$ cat config.mk
export PLATFORM = sky130hd
export DESIGN_NAME = lcd_scanline_mode_sequencer_top_flat
export DESIGN_NICKNAME = d
export VERILOG_FILES = /design/src/hdl/lsms_pkg.sv /design/src/hdl/lsms_if.sv /design/src/hdl/lcd_scanline_mode_sequencer_top.sv /design/src/flat_wrapper.sv
export SDC_FILE = /design/constraint.sdc
export NUM_CORES = 1
export LEC_CHECK = 0
export ABC_AREA = 1
export BUFFER_PORTS_ARGS = -buffer_cell sky130_fd_sc_hd__buf_2
export CELL_PAD_IN_SITES_DETAIL_PLACEMENT = 1
export CELL_PAD_IN_SITES_GLOBAL_PLACEMENT = 2
export CORE_MARGIN = 5
export CORE_UTILIZATION = 31
export CTS_CLUSTER_SIZE = 10
export DETAILED_ROUTE_END_ITERATION = 7
export PLACE_DENSITY_LB_ADDON = 0.1
export RECOVER_POWER = 25
export SYNTH_ARGS = -nofsm -noshare
export SYNTH_HDL_FRONTEND = slang
export SYNTH_SLANG_ARGS = --single-unit
$ cat constraint.sdc
create_clock -name clk -period 3.7 [get_ports clk]
set_clock_uncertainty 0.2 [all_clocks]
set_input_delay 0.555 -clock clk [delete_from_list [all_inputs] [get_ports clk]]
set_output_delay 0.555 -clock clk [all_outputs]
set_load 0.05 [all_outputs]
$ cat src/hdl/lsms_pkg.sv
// ---------------------------------------------------------------------------
// LCD scanline mode sequencer package
// Shared widths, constants, line classes and the per-line record.
// ---------------------------------------------------------------------------
package lsms_pkg;

  localparam int unsigned LINES_PER_FRAME_DEFAULT = 154;

  localparam int unsigned LINE_W    = 8;
  localparam int unsigned MODE_W    = 2;
  localparam int unsigned CYCLES_W  = 9;
  localparam int unsigned CFG_IDX_W = 8;
  localparam int unsigned CFG_DAT_W = 8;

  // Register indices on the configuration channel.
  localparam logic [CFG_IDX_W-1:0] REG_LCD_ENABLE   = 8'd0;
  localparam logic [CFG_IDX_W-1:0] REG_LINE_COMPARE = 8'd1;
  localparam logic [CFG_IDX_W-1:0] REG_STAT_IRQ_EN  = 8'd2;
  localparam logic [CFG_IDX_W-1:0] REG_FRAME_SKIP   = 8'd3;

  // Display modes.
  localparam logic [MODE_W-1:0] MODE_HBLANK   = 2'd0;
  localparam logic [MODE_W-1:0] MODE_VBLANK   = 2'd1;
  localparam logic [MODE_W-1:0] MODE_OAM      = 2'd2;
  localparam logic [MODE_W-1:0] MODE_TRANSFER = 2'd3;

  // Status interrupt enable bits.
  localparam int unsigned EN_HBLANK = 0;
  localparam int unsigned EN_VBLANK = 1;
  localparam int unsigned EN_OAM    = 2;
  localparam int unsigned EN_COINC  = 3;

  localparam logic [LINE_W-1:0] FIRST_VBLANK_LINE  = 8'd144;
  localparam logic [LINE_W-1:0] SATURATE_COUNT     = 8'd255;
  // Line counter value after reset, so that the first tick lands on line zero.
  localparam logic [LINE_W-1:0] LINE_COUNTER_RESET = 8'd153;

  // Phase budgets in machine cycles.
  localparam logic [CYCLES_W-1:0] CYC_FULL_LINE = 9'd456;
  localparam logic [CYCLES_W-1:0] CYC_OAM       = 9'd80;
  localparam logic [CYCLES_W-1:0] CYC_TRANSFER  = 9'd169;
  localparam logic [CYCLES_W-1:0] CYC_HBLANK    = 9'd207;
  localparam logic [CYCLES_W-1:0] CYC_VBL_ENTRY = 9'd72;
  localparam logic [CYCLES_W-1:0] CYC_VBL_TAIL  = 9'd376;

  // Class of a scanline, which fixes its sequence of phases.
  typedef enum logic [2:0] {
    KIND_OFF,
    KIND_VISIBLE,
    KIND_VBL_FIRST,
    KIND_VBL_FINAL,
    KIND_VBL_MID
  } line_kind_t;

  typedef struct packed {
    line_kind_t        kind;
    logic [LINE_W-1:0] line;
    logic              coinc;
    logic              coinc_irq;
    logic              present;
    logic              blank;
    logic              render;
    logic              dma;
  } line_rec_t;

  // Index of the final phase of a line of the given class.
  function automatic logic [1:0] last_phase(line_kind_t kind);
    logic [1:0] res;
    case (kind)
      KIND_VISIBLE:   res = 2'd2;
      KIND_VBL_FIRST: res = 2'd1;
      KIND_VBL_FINAL: res = 2'd1;
      default:        res = 2'd0;
    endcase
    return res;
  endfunction

endpackage

$ cat src/hdl/lsms_if.sv
// ---------------------------------------------------------------------------
// LCD scanline mode sequencer channels
// Valid/ready interfaces for scanline ticks, phase results and register
// writes.
// ---------------------------------------------------------------------------
interface lsms_tick_if;
  logic valid;
  logic ready;
  logic hblank_dma_active;

  modport source (output valid, output hblank_dma_active, input ready);
  modport sink (input valid, input hblank_dma_active, output ready);
endinterface

interface lsms_phase_if;
  logic                                valid;
  logic                                ready;
  logic [lsms_pkg::LINE_W-1:0]         line;
  logic [lsms_pkg::MODE_W-1:0]         mode;
  logic                                coincidence;
  logic                                stat_irq;
  logic                                vblank_irq;
  logic [lsms_pkg::CYCLES_W-1:0]       phase_cycles;
  logic                                render_line;
  logic                                dma_block;
  logic                                present_frame;
  logic                                blank_frame;
  logic                                last;

  modport source (output valid, output line, output mode, output coincidence,
                  output stat_irq, output vblank_irq, output phase_cycles,
                  output render_line, output dma_block, output present_frame,
                  output blank_frame, output last, input ready);
  modport sink (input valid, input line, input mode, input coincidence,
                input stat_irq, input vblank_irq, input phase_cycles,
                input render_line, input dma_block, input present_frame,
                input blank_frame, input last, output ready);
endinterface

interface lsms_cfg_if;
  logic                               valid;
  logic                               ready;
  logic [lsms_pkg::CFG_IDX_W-1:0]     index;
  logic [lsms_pkg::CFG_DAT_W-1:0]     data;

  modport source (output valid, output index, output data, input ready);
  modport sink (input valid, input index, input data, output ready);
endinterface

$ cat src/hdl/lcd_scanline_mode_sequencer_top.sv
// ---------------------------------------------------------------------------
// LCD scanline mode sequencer
// Turns scanline ticks into the timed phases of an LCD line.
// ---------------------------------------------------------------------------
// Each transfer on the tick channel is one scanline. On acceptance the line
// counter advances (modulo LINES_PER_FRAME), the coincidence compare, frame
// skip decision and blank-frame counting are done, and a one-line record is
// written into an input register. That record moves into the result
// register, which emits the line's phases one per cycle while the phase
// channel is ready: three for a visible line (OAM scan, pixel transfer,
// hblank), two for the first vblank line and for the final line, and one
// for other vblank lines or while the display is off. The last phase of a
// line carries the last flag. The input register takes the next tick while
// the current line's phases are still being delivered, so no cycle is lost
// between lines. Register writes are always accepted and must be made while
// the block is idle; writes to an index outside the register list are
// ignored.
// ---------------------------------------------------------------------------
module lcd_scanline_mode_sequencer_top #(
  parameter int unsigned LINES_PER_FRAME = lsms_pkg::LINES_PER_FRAME_DEFAULT
) (
  input  logic         clk,
  input  logic         rst,
  lsms_tick_if.sink    tick,
  lsms_phase_if.source phase,
  lsms_cfg_if.sink     cfg
);

  localparam logic [lsms_pkg::LINE_W:0]   LPF_EXT    =
    (lsms_pkg::LINE_W+1)'(LINES_PER_FRAME);
  localparam logic [lsms_pkg::LINE_W-1:0] LPF_LINE   =
    lsms_pkg::LINE_W'(LINES_PER_FRAME);
  localparam logic [lsms_pkg::LINE_W-1:0] FINAL_LINE =
    lsms_pkg::LINE_W'(LINES_PER_FRAME - 1);

  // Configuration registers.
  logic                          lcd_enable;
  logic [lsms_pkg::LINE_W-1:0]   line_compare;
  logic [3:0]                    stat_irq_enables;
  logic [lsms_pkg::LINE_W-1:0]   frame_skip;

  // Sequencer state.
  logic [lsms_pkg::LINE_W-1:0]   line_counter;
  logic [lsms_pkg::LINE_W-1:0]   frames_since_shown;
  logic [lsms_pkg::LINE_W-1:0]   active_skip;
  logic [lsms_pkg::LINE_W-1:0]   lines_while_off;

  logic [lsms_pkg::LINE_W-1:0]   line_counter_next;
  logic [lsms_pkg::LINE_W-1:0]   frames_since_shown_next;
  logic [lsms_pkg::LINE_W-1:0]   active_skip_next;
  logic [lsms_pkg::LINE_W-1:0]   lines_while_off_next;

  // Input register and result register.
  logic                  a_valid;
  lsms_pkg::line_rec_t   a_rec;
  lsms_pkg::line_rec_t   a_rec_next;
  logic                  b_valid;
  lsms_pkg::line_rec_t   b_rec;
  logic [1:0]            b_phase;

  logic accept;
  logic b_last;
  logic b_free;
  logic a_to_b;

  logic [lsms_pkg::LINE_W:0]   line_inc;
  logic [lsms_pkg::LINE_W-1:0] line_new;
  logic [lsms_pkg::LINE_W-1:0] off_count;
  logic                        decide;
  logic                        show;

  assign cfg.ready = 1'b1;

  assign b_last = (b_phase == lsms_pkg::last_phase(b_rec.kind));
  assign b_free = !b_valid || (phase.ready && b_last);
  assign a_to_b = a_valid && b_free;
  assign tick.ready = !a_valid || b_free;
  assign accept = tick.valid && tick.ready;

  // Per-line decisions, made once when the tick is accepted.
  always_comb begin
    line_inc  = {1'b0, line_counter} + 9'd1;
    line_new  = (line_inc >= LPF_EXT) ? lsms_pkg::LINE_W'(line_inc - LPF_EXT)
                                      : line_inc[lsms_pkg::LINE_W-1:0];
    off_count = lines_while_off + 8'd1;

    line_counter_next       = line_counter;
    frames_since_shown_next = frames_since_shown;
    active_skip_next        = active_skip;
    lines_while_off_next    = lines_while_off;

    a_rec_next           = '0;
    a_rec_next.dma       = tick.hblank_dma_active;

    if (!lcd_enable) begin
      line_counter_next    = '0;
      decide               = (off_count >= LPF_LINE);
      lines_while_off_next = decide ? '0 : off_count;
      a_rec_next.kind      = lsms_pkg::KIND_OFF;
      a_rec_next.blank     = decide;
    end else begin
      line_counter_next    = line_new;
      decide               = (line_new == '0);
      a_rec_next.line      = line_new;
      a_rec_next.coinc     = (line_new == line_compare);
      a_rec_next.coinc_irq = a_rec_next.coinc &&
                             stat_irq_enables[lsms_pkg::EN_COINC];
      if (decide) begin
        active_skip_next = frame_skip;
      end
      if (line_new < lsms_pkg::FIRST_VBLANK_LINE) begin
        a_rec_next.kind = lsms_pkg::KIND_VISIBLE;
      end else if (line_new == lsms_pkg::FIRST_VBLANK_LINE) begin
        a_rec_next.kind = lsms_pkg::KIND_VBL_FIRST;
      end else if (line_new == FINAL_LINE) begin
        a_rec_next.kind = lsms_pkg::KIND_VBL_FINAL;
      end else begin
        a_rec_next.kind = lsms_pkg::KIND_VBL_MID;
      end
    end

    // Frame decision: present when enough frames have been skipped,
    // otherwise count the skipped frame (saturating).
    show = (frames_since_shown >= active_skip);
    if (decide) begin
      a_rec_next.present = show;
      if (show) begin
        frames_since_shown_next = '0;
      end else if (frames_since_shown != lsms_pkg::SATURATE_COUNT) begin
        frames_since_shown_next = frames_since_shown + 8'd1;
      end
    end
    a_rec_next.render = (frames_since_shown_next >= active_skip_next);
  end

  always_ff @(posedge clk) begin
    if (rst) begin
      lcd_enable         <= 1'b1;
      line_compare       <= '0;
      stat_irq_enables   <= '0;
      frame_skip         <= '0;
      line_counter       <= lsms_pkg::LINE_COUNTER_RESET;
      frames_since_shown <= '0;
      active_skip        <= '0;
      lines_while_off    <= '0;
      a_valid            <= 1'b0;
      b_valid            <= 1'b0;
      b_phase            <= '0;
    end else begin
      if (cfg.valid) begin
        case (cfg.index)
          lsms_pkg::REG_LCD_ENABLE:   lcd_enable       <= cfg.data[0];
          lsms_pkg::REG_LINE_COMPARE: line_compare     <= cfg.data;
          lsms_pkg::REG_STAT_IRQ_EN:  stat_irq_enables <= cfg.data[3:0];
          lsms_pkg::REG_FRAME_SKIP:   frame_skip       <= cfg.data;
          default: ;
        endcase
      end
      if (accept) begin
        line_counter       <= line_counter_next;
        frames_since_shown <= frames_since_shown_next;
        active_skip        <= active_skip_next;
        lines_while_off    <= lines_while_off_next;
        a_valid            <= 1'b1;
      end else if (a_to_b) begin
        a_valid <= 1'b0;
      end
      if (a_to_b) begin
        b_valid <= 1'b1;
        b_phase <= '0;
      end else if (b_valid && phase.ready) begin
        if (b_last) begin
          b_valid <= 1'b0;
        end else begin
          b_phase <= b_phase + 2'd1;
        end
      end
    end
  end

  // Payload registers need no reset.
  always_ff @(posedge clk) begin
    if (accept) begin
      a_rec <= a_rec_next;
    end
    if (a_to_b) begin
      b_rec <= a_rec;
    end
  end

  // Phase decode from the line record and the phase index.
  always_comb begin
    phase.valid         = b_valid;
    phase.last          = b_last;
    phase.line          = b_rec.line;
    phase.mode          = lsms_pkg::MODE_VBLANK;
    phase.coincidence   = b_rec.coinc;
    phase.stat_irq      = 1'b0;
    phase.vblank_irq    = 1'b0;
    phase.phase_cycles  = lsms_pkg::CYC_FULL_LINE;
    phase.render_line   = 1'b0;
    phase.dma_block     = 1'b0;
    phase.present_frame = (b_phase == 2'd0) ? b_rec.present : 1'b0;
    phase.blank_frame   = 1'b0;
    case (b_rec.kind)
      lsms_pkg::KIND_OFF: begin
        phase.line        = '0;
        phase.mode        = lsms_pkg::MODE_HBLANK;
        phase.coincidence = 1'b0;
        phase.blank_frame = b_rec.blank;
      end
      lsms_pkg::KIND_VISIBLE: begin
        case (b_phase)
          2'd0: begin
            phase.mode         = lsms_pkg::MODE_OAM;
            phase.stat_irq     = b_rec.coinc_irq ||
                                 stat_irq_enables[lsms_pkg::EN_OAM];
            phase.phase_cycles = lsms_pkg::CYC_OAM;
          end
          2'd1: begin
            phase.mode         = lsms_pkg::MODE_TRANSFER;
            phase.phase_cycles = lsms_pkg::CYC_TRANSFER;
          end
          default: begin
            phase.mode         = lsms_pkg::MODE_HBLANK;
            phase.phase_cycles = lsms_pkg::CYC_HBLANK;
            phase.render_line  = b_rec.render;
            phase.dma_block    = b_rec.dma;
            phase.stat_irq     = !b_rec.dma && stat_irq_enables[lsms_pkg::EN_HBLANK];
          end
        endcase
      end
      lsms_pkg::KIND_VBL_FIRST: begin
        if (b_phase == 2'd0) begin
          phase.stat_irq     = b_rec.coinc_irq;
          phase.phase_cycles = lsms_pkg::CYC_VBL_ENTRY;
        end else begin
          phase.stat_irq     = stat_irq_enables[lsms_pkg::EN_VBLANK];
          phase.vblank_irq   = 1'b1;
          phase.phase_cycles = lsms_pkg::CYC_VBL_TAIL;
        end
      end
      lsms_pkg::KIND_VBL_FINAL: begin
        if (b_phase == 2'd0) begin
          phase.stat_irq     = b_rec.coinc_irq;
          phase.phase_cycles = lsms_pkg::CYC_OAM;
        end else begin
          // The tail of the final line already reports line zero.
          phase.line         = '0;
          phase.phase_cycles = lsms_pkg::CYC_VBL_TAIL;
        end
      end
      default: begin
        phase.stat_irq = b_rec.coinc_irq;
      end
    endcase
  end

  // A visible-line record must carry a line below the vblank boundary.
  assert property (@(posedge clk) disable iff (rst)
    b_valid && b_rec.kind == lsms_pkg::KIND_VISIBLE |->
      b_rec.line < lsms_pkg::FIRST_VBLANK_LINE)
    else $error("visible line record beyond the first vblank line");

  // The phase index never passes the final phase of its line.
  assert property (@(posedge clk) disable iff (rst)
    b_valid |-> b_phase <= lsms_pkg::last_phase(b_rec.kind))
    else $error("phase index beyond the last phase of the line");

  // An empty result register always lets a tick in.
  assert property (@(posedge clk) disable iff (rst)
    !b_valid |-> tick.ready)
    else $error("tick stalled while the result register is empty");

  // The display-off line count stays below one frame.
  assert property (@(posedge clk) disable iff (rst)
    lines_while_off < LPF_LINE)
    else $error("display-off line count reached a whole frame");

endmodule

$ cat src/flat_wrapper.sv
// flat-port wrapper written by rule: the top's interface ports become plain ports
module lcd_scanline_mode_sequencer_top_flat 
#(
  parameter int unsigned LINES_PER_FRAME = lsms_pkg::LINES_PER_FRAME_DEFAULT
)
  (clk, rst, tick_valid, tick_hblank_dma_active, tick_ready, phase_valid, phase_line, phase_mode, phase_coincidence, phase_stat_irq, phase_vblank_irq, phase_phase_cycles, phase_render_line, phase_dma_block, phase_present_frame, phase_blank_frame, phase_last, phase_ready, cfg_valid, cfg_index, cfg_data, cfg_ready);
  lsms_tick_if tick_i ();
  lsms_phase_if phase_i ();
  lsms_cfg_if cfg_i ();
  input  logic clk;
  input  logic rst;
  input wire logic [$bits(tick_i.valid)-1:0] tick_valid;
  input wire logic [$bits(tick_i.hblank_dma_active)-1:0] tick_hblank_dma_active;
  output wire logic [$bits(tick_i.ready)-1:0] tick_ready;
  output wire logic [$bits(phase_i.valid)-1:0] phase_valid;
  output wire logic [$bits(phase_i.line)-1:0] phase_line;
  output wire logic [$bits(phase_i.mode)-1:0] phase_mode;
  output wire logic [$bits(phase_i.coincidence)-1:0] phase_coincidence;
  output wire logic [$bits(phase_i.stat_irq)-1:0] phase_stat_irq;
  output wire logic [$bits(phase_i.vblank_irq)-1:0] phase_vblank_irq;
  output wire logic [$bits(phase_i.phase_cycles)-1:0] phase_phase_cycles;
  output wire logic [$bits(phase_i.render_line)-1:0] phase_render_line;
  output wire logic [$bits(phase_i.dma_block)-1:0] phase_dma_block;
  output wire logic [$bits(phase_i.present_frame)-1:0] phase_present_frame;
  output wire logic [$bits(phase_i.blank_frame)-1:0] phase_blank_frame;
  output wire logic [$bits(phase_i.last)-1:0] phase_last;
  input wire logic [$bits(phase_i.ready)-1:0] phase_ready;
  input wire logic [$bits(cfg_i.valid)-1:0] cfg_valid;
  input wire logic [$bits(cfg_i.index)-1:0] cfg_index;
  input wire logic [$bits(cfg_i.data)-1:0] cfg_data;
  output wire logic [$bits(cfg_i.ready)-1:0] cfg_ready;
  assign tick_i.valid = tick_valid;
  assign tick_i.hblank_dma_active = tick_hblank_dma_active;
  assign tick_ready = tick_i.ready;
  assign phase_valid = phase_i.valid;
  assign phase_line = phase_i.line;
  assign phase_mode = phase_i.mode;
  assign phase_coincidence = phase_i.coincidence;
  assign phase_stat_irq = phase_i.stat_irq;
  assign phase_vblank_irq = phase_i.vblank_irq;
  assign phase_phase_cycles = phase_i.phase_cycles;
  assign phase_render_line = phase_i.render_line;
  assign phase_dma_block = phase_i.dma_block;
  assign phase_present_frame = phase_i.present_frame;
  assign phase_blank_frame = phase_i.blank_frame;
  assign phase_last = phase_i.last;
  assign phase_i.ready = phase_ready;
  assign cfg_i.valid = cfg_valid;
  assign cfg_i.index = cfg_index;
  assign cfg_i.data = cfg_data;
  assign cfg_ready = cfg_i.ready;
  lcd_scanline_mode_sequencer_top #(.LINES_PER_FRAME(LINES_PER_FRAME)) u_core (.clk(clk), .rst(rst), .tick(tick_i), .phase(phase_i), .cfg(cfg_i));
endmodule
# Word-level counts from Yosys, hierarchy flattened
# Cells that the tools add are included.
totals:
  reg_bits: 91
  out_inout_bits: 30
  wordCells: 123
op_classes:
  n_eq_ne: 12
  n_mux: 39
  order_cmp: 5
  n_reduce_logical: 31
  bitwise: 2
  addsub: 5
op_table:
  columns: ["op", "count"]
  rows:
  - ["2-to-1 mux 8 bit", 9]
  - ["case mux 8 bit (2 select lines)", 2]
  - ["case mux 9 bit (3 select lines)", 1]
  - ["2-to-1 mux 1 bit", 18]
  - ["2-to-1 mux 9 bit", 2]
  - ["adder 8 x 1 -> 8 bit (second input constant)", 2]
  - ["equality test 8 x 2 -> 1 bit (second input constant)", 2]
  - ["equality test 8 bit (second input constant)", 2]
  - [">= comparator 8 bit", 2]
  - ["logical NOT 8 bit", 2]
  - ["AND reduction 2 bit", 7]
  - ["case mux 2 bit (2 select lines)", 3]
  - ["adder 8 x 1 -> 9 bit (second input constant)", 1]
  - [">= comparator 9 x 8 -> 1 bit (second input constant)", 1]
  - ["equality test 8 x 1 -> 1 bit (second input constant)", 1]
  - ["equality test 8 bit", 1]
  - [">= comparator 8 bit (second input constant)", 1]
  - ["less-than comparator 8 bit (second input constant)", 1]
  - ["!= test 8 bit (second input constant)", 1]
  - ["OR reduction 2 bit", 4]
  - ["subtractor 8 bit (second input constant)", 1]
  - ["equality test 3 x 2 -> 1 bit (second input constant)", 2]
  - ["logical AND 1 bit", 6]
  - ["nonzero test 2 bit", 3]
  - ["14 further kinds", 19]

# Longest topological paths before layout
# Gate-level depths: netlist of the first run.
depth:
  depth_word: 9
  ltp_mapped: 28
  mapped_depth_nobuf: 26

# Worst setup path before layout of the first run
# Ideal clock, no wire load.
synth_timing:
  kind: "reg-to-reg"
  start: "register u_core.line_counter[1] in the netlist's numbering"
  end: "register u_core.a_rec[1] in the netlist's numbering, data pin"
  setup_ps: 258
  arrival_time_ps: 3609
  path_slack_ps: -367
  path_buffers: 0
  synth_period_minus_slack_ps: 4067
  stages_incl_launch_ff: 25
  cell_sequence: "dfxtp_1 ha_1 xnor2_2 ha_1 inv_1 nand3_2 nand3_2 nand2_4 nand3_4 nand2_1 nand2_2 inv_2 nand4_4 o21bai_4 nand2_1 and2_1 ha_1 o21a_1 o21a_1 o21a_1 o21a_1 o21a_1 o21a_1 o21ai_0 nand2_1"
synth_rtl:
  columns: ["element", "line", "text"]
  rows:
  - ["start, declared", "lcd_scanline_mode_sequencer_top.sv:43", "logic [lsms_pkg::LINE_W-1:0] line_counter;"]
  - ["start signal, assigned", "lcd_scanline_mode_sequencer_top.sv:142", "line_counter <= lsms_pkg::LINE_COUNTER_RESET;"]
  - ["start signal, assigned", "lcd_scanline_mode_sequencer_top.sv:160", "line_counter <= line_counter_next;"]
  - ["end signal, assigned", "lcd_scanline_mode_sequencer_top.sv:184", "a_rec <= a_rec_next;"]
  - ["end, declared", "lcd_scanline_mode_sequencer_top.sv:55", "lsms_pkg::line_rec_t a_rec;"]

==> results.txt, run 1 <==
----------------------------------------------------
[Routing]
  Overall routed net length ... 15740 µm
  Detail Route Antenna Nets ... 0
  Drt initial violations ... ~230
  Via Count ... ~4900
  Routed WL per cell ... around 15 µm
  First-pass DRT Iterations ... 4
  Via-to-Cell Ratio ... 4.690
  Number of remaining DRC errors ... 0

[Global route]
  Via count of the first global-routing pass ... about 5300
  Maximum number of pins on one net before global-route repair ... 34
  Number of antenna violations at the first check in global routing ... 0
  Grt ovf ... 0
  GRT Resource Usage Total ... 16.55%
  First-pass GRT wire length ... 26320 µm

[CTS]
  Clock Root Buffer ... clkbuf_16
  Number of H-tree branching levels ... 3
  TritonCTS clock tree ... yes
  Clock Path Buffers ... 2
  Clock latency reported for the late side of the worst-skew pair ... around 0.35 ns
  Clock sink count ... a little over 90
  Clock input transition at the sequential cells of the worst setup and hold paths ... 0.07 ns
  Inserted Clock Buffers ... 9

[Synth]
  Area share of the largest cell type after synthesis ... 21.78%
  Number of unique standard cell types used by synthesis ... 49
  Synthesized cell area ... between 5000 and 6000 µm²
  Total of flip-flops plus latches after synthesis ... 91
  Synthesized-area fraction occupied by ao, oa, aoi and oai cells ... a little under an eighth
  Multiplexer share of the synthesized area ... 0%
  Post-synthesis xor/xnor area fraction ... 3.152%
  Cell count after synthesis ... just under 700
  Post-synthesis async set-or-reset flop share ... 0%
  Leading post-synthesis cells by cell area ... dfxtp_1 (22%), edfxtp_1 (19%), nand2_1 (8.5%)
  Commonest register cell after synthesis ... dfxtp_1
  Library cell occupying the most area in the post-synthesis netlist ... dfxtp_1
  Sequential share of the synthesized area ... slightly above 40%
  Main combinational cell family by area after synthesis ... simple AND/OR/NAND/NOR gates
  Basic-gate share of the synthesized area counting and, or, nand and nor cells ... 28.51%
  Ys Warns ... 0
  Post-synth net total ... 725
  Adder-cell area share of the yosys netlist ... 5.731%
  Number of enable-type register cells in the synthesized netlist ... 34
  Post-Synthesis Mean Instance Area ... slightly below 8 µm²

[Cells and area]
  Commonest cells after routing, fill and taps aside ... nand2_1 (109), inv_1 (96), nor2_1 (86)
  Final Non-Filler Cells ... between 1000 and 1500
  Non-Filler Cell Area, Final ... ~7000 µm²
  Count of antenna diodes in the layout ... 0
  Total Nets Final ... 862
  Most frequent standard cell in the layout excluding fill and tap cells ... nand2_1
  Fraction of final layout cells sized beyond drive strength 1 ... a little over a quarter
  Area added between synthesis and finish ... 30.92%
  Number of fill cells ... between 2000 and 2500

[Worst hold path]
  Hold path depth ... 1
  Worst Hold End ... u_core.a_rec[0]
  Startpoint of the tightest hold check path ... tick_hblank_dma_active
  Hold Path Class ... in -> reg

[Placement]
  Cell Area, Placed ... 6369 µm²
  Total instance count after detailed placement ... 1009
  DP Wirelength ... 12240 µm
  Number of port buffers ... 50
  Weighted congestion at the end of routability-driven global placement ... 0.8487

[Floorplanning]
  Core area ... about 17000 µm²
  Die Outline Area ... just under 20000 µm²
  Vertical extent of the die ... 140.0 µm
  Cell Rows ... 47
  I/O pin count ... 52
  Starting density of the core ... 31.60%
  Chip Width ... 140.0 µm

[Setup path]
  Worst reg-to-reg path cell count ... 23
  Largest incremental delay on the critical path ... between 0.3 and 0.4 ns
  Type of element launching the critical path ... register
  Reg-to-Reg Start ... u_core.line_counter[1]
  Critical Path, Cell by Cell ... ha_4, nand3_2, o21bai_1, nand3_1, nor2_4, nand2_4, nand3_4, nand2_2, nand2_4, nand2_4, nor3_4, nand2_4, nand3_2, and2_4, ha_4, o21a_1, o21a_1, o21a_1, o21a_1, o21a_1, o21a_1, o21ai_1, nand2_1
  Cell with the largest stage delay on the worst path ... dfxtp_4
  Capturing element type of the critical path ... register
  Crit path kind ... reg -> reg
  Worst path most repeated cell ... o21a_1
  Crit path max fanout ... 7
  Worst reg2reg path endpoint ... u_core.a_rec[1]
  Worst path arrival time ... around 3.9 ns
  Flop2flop setup slack ... -0.30 ns
  CP required ... roughly 3.6 ns

[Outcome]
  Run status ... finished with violations
  Violations in the final reports ... max-capacitance violations, max-slew violations, negative setup slack

[Power]
  Power per cell area ... 553.5 nW/µm²
  Static power due to leakage ... 3.194 nW
  VDD IR-drop max ... between 0.2 and 0.25 mV

[Timing]
  RSZ-0062 raised after global routing ... yes
  Highest clock rate ... 250.3 MHz
  Share of the cycle needed by the critical path after routing ... 108.0%
  Final hold violation count ... 0
  Min setup slack post-route ... -0.2951 ns
  Rel. slew slack ... -26.75%
  Max Transition Viols Final ... 34
  Period minus WS final ... ~4 ns
  Measured slew at the worst slew-check pin ... around 1.9 ns
  Number of setup violations in the final report ... 1

[Flow run]
  Number of max-cap violations ... 1

----------------------------------------------------
[kinds of logic after synthesis]
group	count (synthesis)
buffers and inverters	127
DFF	91
other	1
AOI/OAI and AO/OA	104
adders and majority gates	24
xor gates and xnor gates	18
and+or+nand+nor	314
[Yosys cell counts (2+ instances only)]
| master | count |
|---|---|
| inv_2 | 12 |
| nor2_4 | 4 |
| nor3_1 | 7 |
| dfxtp_1 | 57 |
| o21a_1 | 6 |
| nand3_1 | 46 |
| a21oi_1 | 40 |
| a22oi_1 | 4 |
| nor2_2 | 3 |
| nand2_4 | 4 |
| xor2_1 | 13 |
| nand3_4 | 2 |
| nor2_1 | 85 |
| o21ai_0 | 31 |
| ha_1 | 24 |
| xnor2_1 | 4 |
| and2_1 | 8 |
| nand4_1 | 13 |
| a31oi_1 | 2 |
| o211ai_1 | 4 |
| clkbuf_1 | 10 |
| buf_4 | 4 |
| inv_1 | 98 |
| nand2_1 | 119 |
| edfxtp_1 | 34 |
| a211oi_1 | 5 |
| buf_2 | 2 |
| nand2_2 | 12 |
| nand3_2 | 4 |
| o21ai_1 | 3 |
[routing by layer]
| metal | vias to the layer above | share of wire (%) | GRT usage (%) |
|---|---|---|---|
| met2 | 64 | 51 | 30.13 |
| met5 | - | 0 | 0 |
| met1 | 2316 | 44 | 20.01 |
| met3 | 18 | 3.1 | 2.079 |
| met4 | 0 | 2.0 | 5.813 |
| li1 | 2484 | - | - |
[sequential cells by signal, indices dropped and copies added, names as in the netlist]
| register | cells |
|---|---|
| u_core.lcd_enable | 1 |
| u_core.phase.valid | 1 |
| u_core.a_valid | 1 |
| u_core.lines_while_off | 8 |
| u_core.frame_skip | 8 |
| u_core.frames_since_shown | 8 |
| u_core.line_counter | 8 |
| u_core.b_rec | 17 |
| u_core.line_compare | 8 |
| u_core.b_phase | 2 |
| u_core.a_rec | 17 |
| u_core.active_skip | 8 |
| u_core.stat_irq_enables | 4 |
[how the worst max path moves through the flow]
stage	startpoint	endpoint	slack (ns)	depth (start not counted)
after floorplan	u_core.line_counter[1]	u_core.a_rec[1]	-0.20	24
after global placement	u_core.line_counter[1]	u_core.a_rec[1]	-0.23	24
after detailed placement	u_core.line_counter[0]	u_core.a_rec[1]	-0.36	24
after CTS	u_core.line_counter[1]	u_core.a_rec[1]	-0.25	24
after global routing	u_core.line_counter[0]	u_core.a_rec[1]	-0.51	24
final	u_core.line_counter[1]	u_core.a_rec[1]	-0.30	23
[cell type report]
cell class,count,area [µm²],share of cell area [%]
inverter,110,415.4,6.055
timing repair buffer,143,1007,14.68
tap,220,275.3,4.012
sequential,91,2171,31.64
clock buffer,11,242.7,3.538
multi-input combinational,461,2713,39.54
clock inverter,5,36.28,0.5289
[power breakdown]
part           switching [mW]  total [mW]  internal (mW)
Sequential             0.0527        1.23           1.18
Combinational           0.984        1.68          0.692
Clock                   0.409       0.887          0.478
Total                    1.45        3.80           2.35
[repair_timing]
action / CTS / global route
gates resized for setup: 22 / 4
setup buffers: 20 / 1
setup endpoints to repair: 1 / 2
hold buffers: 0 / 0
pin swaps: 25 / 3
[metrics by stage]
stage	hold slack, ns	power, mW	worst slack [ns]	utilization, %	setup TNS [ns]
floorplan	0.2003	2.205	-0.2047	-	-0.2047
global placement	0.2014	2.766	-0.2307	38.40	-0.2307
detailed placement	0.2061	2.812	-0.3618	38.40	-0.3618
CTS	0.1791	3.828	-0.2506	41.50	-0.4598
global route	0.1894	4.040	-0.5128	41.37	-0.5128
finish	0.1918	3.797	-0.2951	41.37	-0.2951
[worst max-delay path, delay by kind of cell (launching register included)]
family / cells / cell delay (ns)
compound gates: 8 / 1.30
fa+ha+maj: 2 / 0.39
flops: 1 / 0.39
simple gates: 13 / 1.48
No activity file was read; power rests on OpenSTA's default activity.
==> inputs of run 2 (changes only) <==
Settings changed: GPL_TIMING_DRIVEN from default to 0.
==> results.txt, run 2 (synthesis results as in run 1) <==
----------------------------------------------------
[Setup path]
  Critical Path, Cell by Cell ... ha_4, nand3_1, o21ai_0, nand2_2, nand3_2, nand2_4, nand3_4, nand2_2, nand2_4, nand2_2, nor3_4, nand2_4, buf_8, nand3_2, and2_4, ha_1, o21a_1, o21a_1, o21a_1, o21a_1, o21a_1, o21a_1, o21ai_1, nand2_1
  Largest incremental delay on the critical path ... 0.38 ns
  Worst path arrival time ... ~4.1 ns
  Reg-to-Reg Start ... u_core.line_counter[0]
  Crit path max fanout ... 7
  Sum of buffers and inverters on the critical path ... 1
  CP required ... about 3.6 ns
  Capturing element type of the critical path ... register
  Cell with the largest stage delay on the worst path ... dfxtp_4
  Worst path most repeated cell ... o21a_1
  Crit path kind ... reg -> reg
  Type of element launching the critical path ... register
  Worst setup path startpoint ... u_core.line_counter[0]
  Family with the most delay on the worst path ... simple AND/OR/NAND/NOR gates

[Floorplanning]
  I/O pin count ... 52
  Starting density of the core ... 31.60%
  Chip Width ... between 100 and 150 µm
  Vertical extent of the die ... 140.0 µm
  Cell Rows ... 47
  Die Outline Area ... roughly 20000 µm²
  Core area ... 16580 µm²

[CTS]
  Clock Root Buffer ... clkbuf_16
  Clock sink count ... between 90 and 100
  Number of H-tree branching levels ... 3
  Clock latency reported for the late side of the worst-skew pair ... about 0.35 ns
  Clock input transition at the sequential cells of the worst setup and hold paths ... 0.07 ns
  Clock Path Buffers ... 2
  TritonCTS clock tree ... yes
  Inserted Clock Buffers ... 9

[Power]
  Power, Total ... around 3.7 mW
  Power per cell area ... 579.0 nW/µm²
  Static power due to leakage ... slightly below 3 nW
  VDD IR-drop max ... about 0.25 mV

[Timing]
  Rel. slew slack ... between 40% and 50%
  RSZ-0062 raised after global routing ... yes
  Max Transition Viols Final ... 0
  Final hold violation count ... 0
  Period minus WS final ... 4.193 ns
  Number of setup violations in the final report ... 1
  Measured slew at the worst slew-check pin ... 0.8259 ns
  Highest clock rate ... between 200 and 250 MHz
  TNS Setup ... -0.4935 ns
  Min setup slack post-route ... -0.4935 ns
  Share of the cycle needed by the critical path after routing ... 113.3%

[Placement]
  DP Wirelength ... 11670 µm
  Worst setup timing slack at the placement stage ... -0.8402 ns
  Number of port buffers ... 49
  Cell Area, Placed ... around 5800 µm²
  Weighted congestion at the end of routability-driven global placement ... 0.7416
  Total instance count after detailed placement ... 948

[Flow run]
  Number of max-cap violations ... 0

[Routing]
  Via Count ... 4657
  Number of remaining DRC errors ... 0
  Drt initial violations ... between 200 and 250
  Routed WL per cell ... 15.32 µm
  Detail Route Antenna Nets ... 0
  Overall routed net length ... 15070 µm
  First-pass DRT Iterations ... 4
  Via-to-Cell Ratio ... approximately 4.7

[Cells and area]
  Count of antenna diodes in the layout ... 0
  Number of fill cells ... 2075
  Final Non-Filler Cells ... about 1000
  Most frequent standard cell in the layout excluding fill and tap cells ... nand2_1
  Area occupied by multi-input gates ... between 2000 and 3000 µm²
  Non-Filler Cell Area, Final ... around 6400 µm²
  Total Nets Final ... 805
  Area added between synthesis and finish ... 21.73%
  Commonest cells after routing, fill and taps aside ... nand2_1 (108), inv_1 (96), nor2_1 (85)
  Registers with the highest flip-flop counts ... u_core.a_rec: 17 flops, u_core.b_rec: 17 flops
  Fraction of final layout cells sized beyond drive strength 1 ... 20.55%
  Seq. cell area ... between 2000 and 2500 µm²

[Global route]
  Via count of the first global-routing pass ... around 4900
  GRT Resource Usage Total ... between 10% and 20%
  Number of antenna violations at the first check in global routing ... 0
  First-pass GRT wire length ... 25210 µm
  Maximum number of pins on one net before global-route repair ... 27
  Grt ovf ... 0

[Worst hold path]
  Startpoint of the tightest hold check path ... tick_hblank_dma_active
  Hold Path Class ... in -> reg

[Outcome]
  Run status ... finished with violations
  Violations in the final reports ... negative setup slack

----------------------------------------------------
==> run 2: cell count changes in the layout (fill, tap and decap cells not counted), moves of 2 or more <==
cell,previous run,this run
buf_12,4,0
nand3_1,43,45
nand2_4,7,12
buf_4,83,22
clkinv_2,2,0
nand2_2,19,15
buf_6,4,2
inv_4,1,3
nand3_2,6,4
inv_2,13,11
clkbuf_1,4,12
clkinvlp_4,0,2
==> run 2: repair_timing <==
| item | CTS | global route |
|---|---|---|
| endpoints found under the hold margin | 0 | 0 |
| gates resized for setup | 26 | 1 |
| buffers inserted | 20 | 0 |
| pin swaps | 21 | 1 |
| endpoints found under the setup margin | 1 | 1 |
| hold buffers | 0 | 0 |
==> run 2: layer usage <==
metal / up-vias / routed length [µm] / share of wire [%] / GRT usage (%)
li1: 2373 / - / - / -
met1: 2216 / 6630 / 44 / 19.29
met2: 53 / 7831 / 52 / 29.45
met3: 15 / 427 / 2.8 / 2.931
met4: 0 / 183 / 1.2 / 4.182
met5: - / 0 / 0 / 0
==> run 2: final cells by class <==
| cell class | count | share of cell area [%] |
|---|---|---|
| buffer | 17 | 1.569 |
| clock buffer | 9 | 3.531 |
| clock inverter | 7 | 1.295 |
| inverter | 110 | 6.591 |
| multi-input combinational | 461 | 42.53 |
| sequential | 91 | 34.01 |
| tap | 220 | 4.315 |
| timing repair buffer | 69 | 6.159 |
==> run 2: final timing paths <==
kind	end	slack, ns	cells after the start
max	u_core.a_rec[1]	-0.49	24
min	u_core.a_rec[0]	0.19	1
max reg2reg	u_core.a_rec[1]	-0.49	24
min reg2reg	u_core.b_rec[5]	0.22	0
==> run 2: power by group <==
part	total (mW)	internal [mW]	switching [mW]
clock network	0.958	0.534	0.424
logic	1.50	0.527	0.974
registers	1.23	1.18	0.0541
total	3.69	2.24	1.45
==> run 2: stage by stage <==
stage / util (%) / hold WS (ns)
2_1_floorplan: - / 0.2003
3_3_place_gp: 35.12 / 0.2017
3_5_place_dp: 35.12 / 0.2063
4_1_cts: 38.46 / 0.1688
5_1_grt: 38.46 / 0.1775
6_report: 38.46 / 0.1869
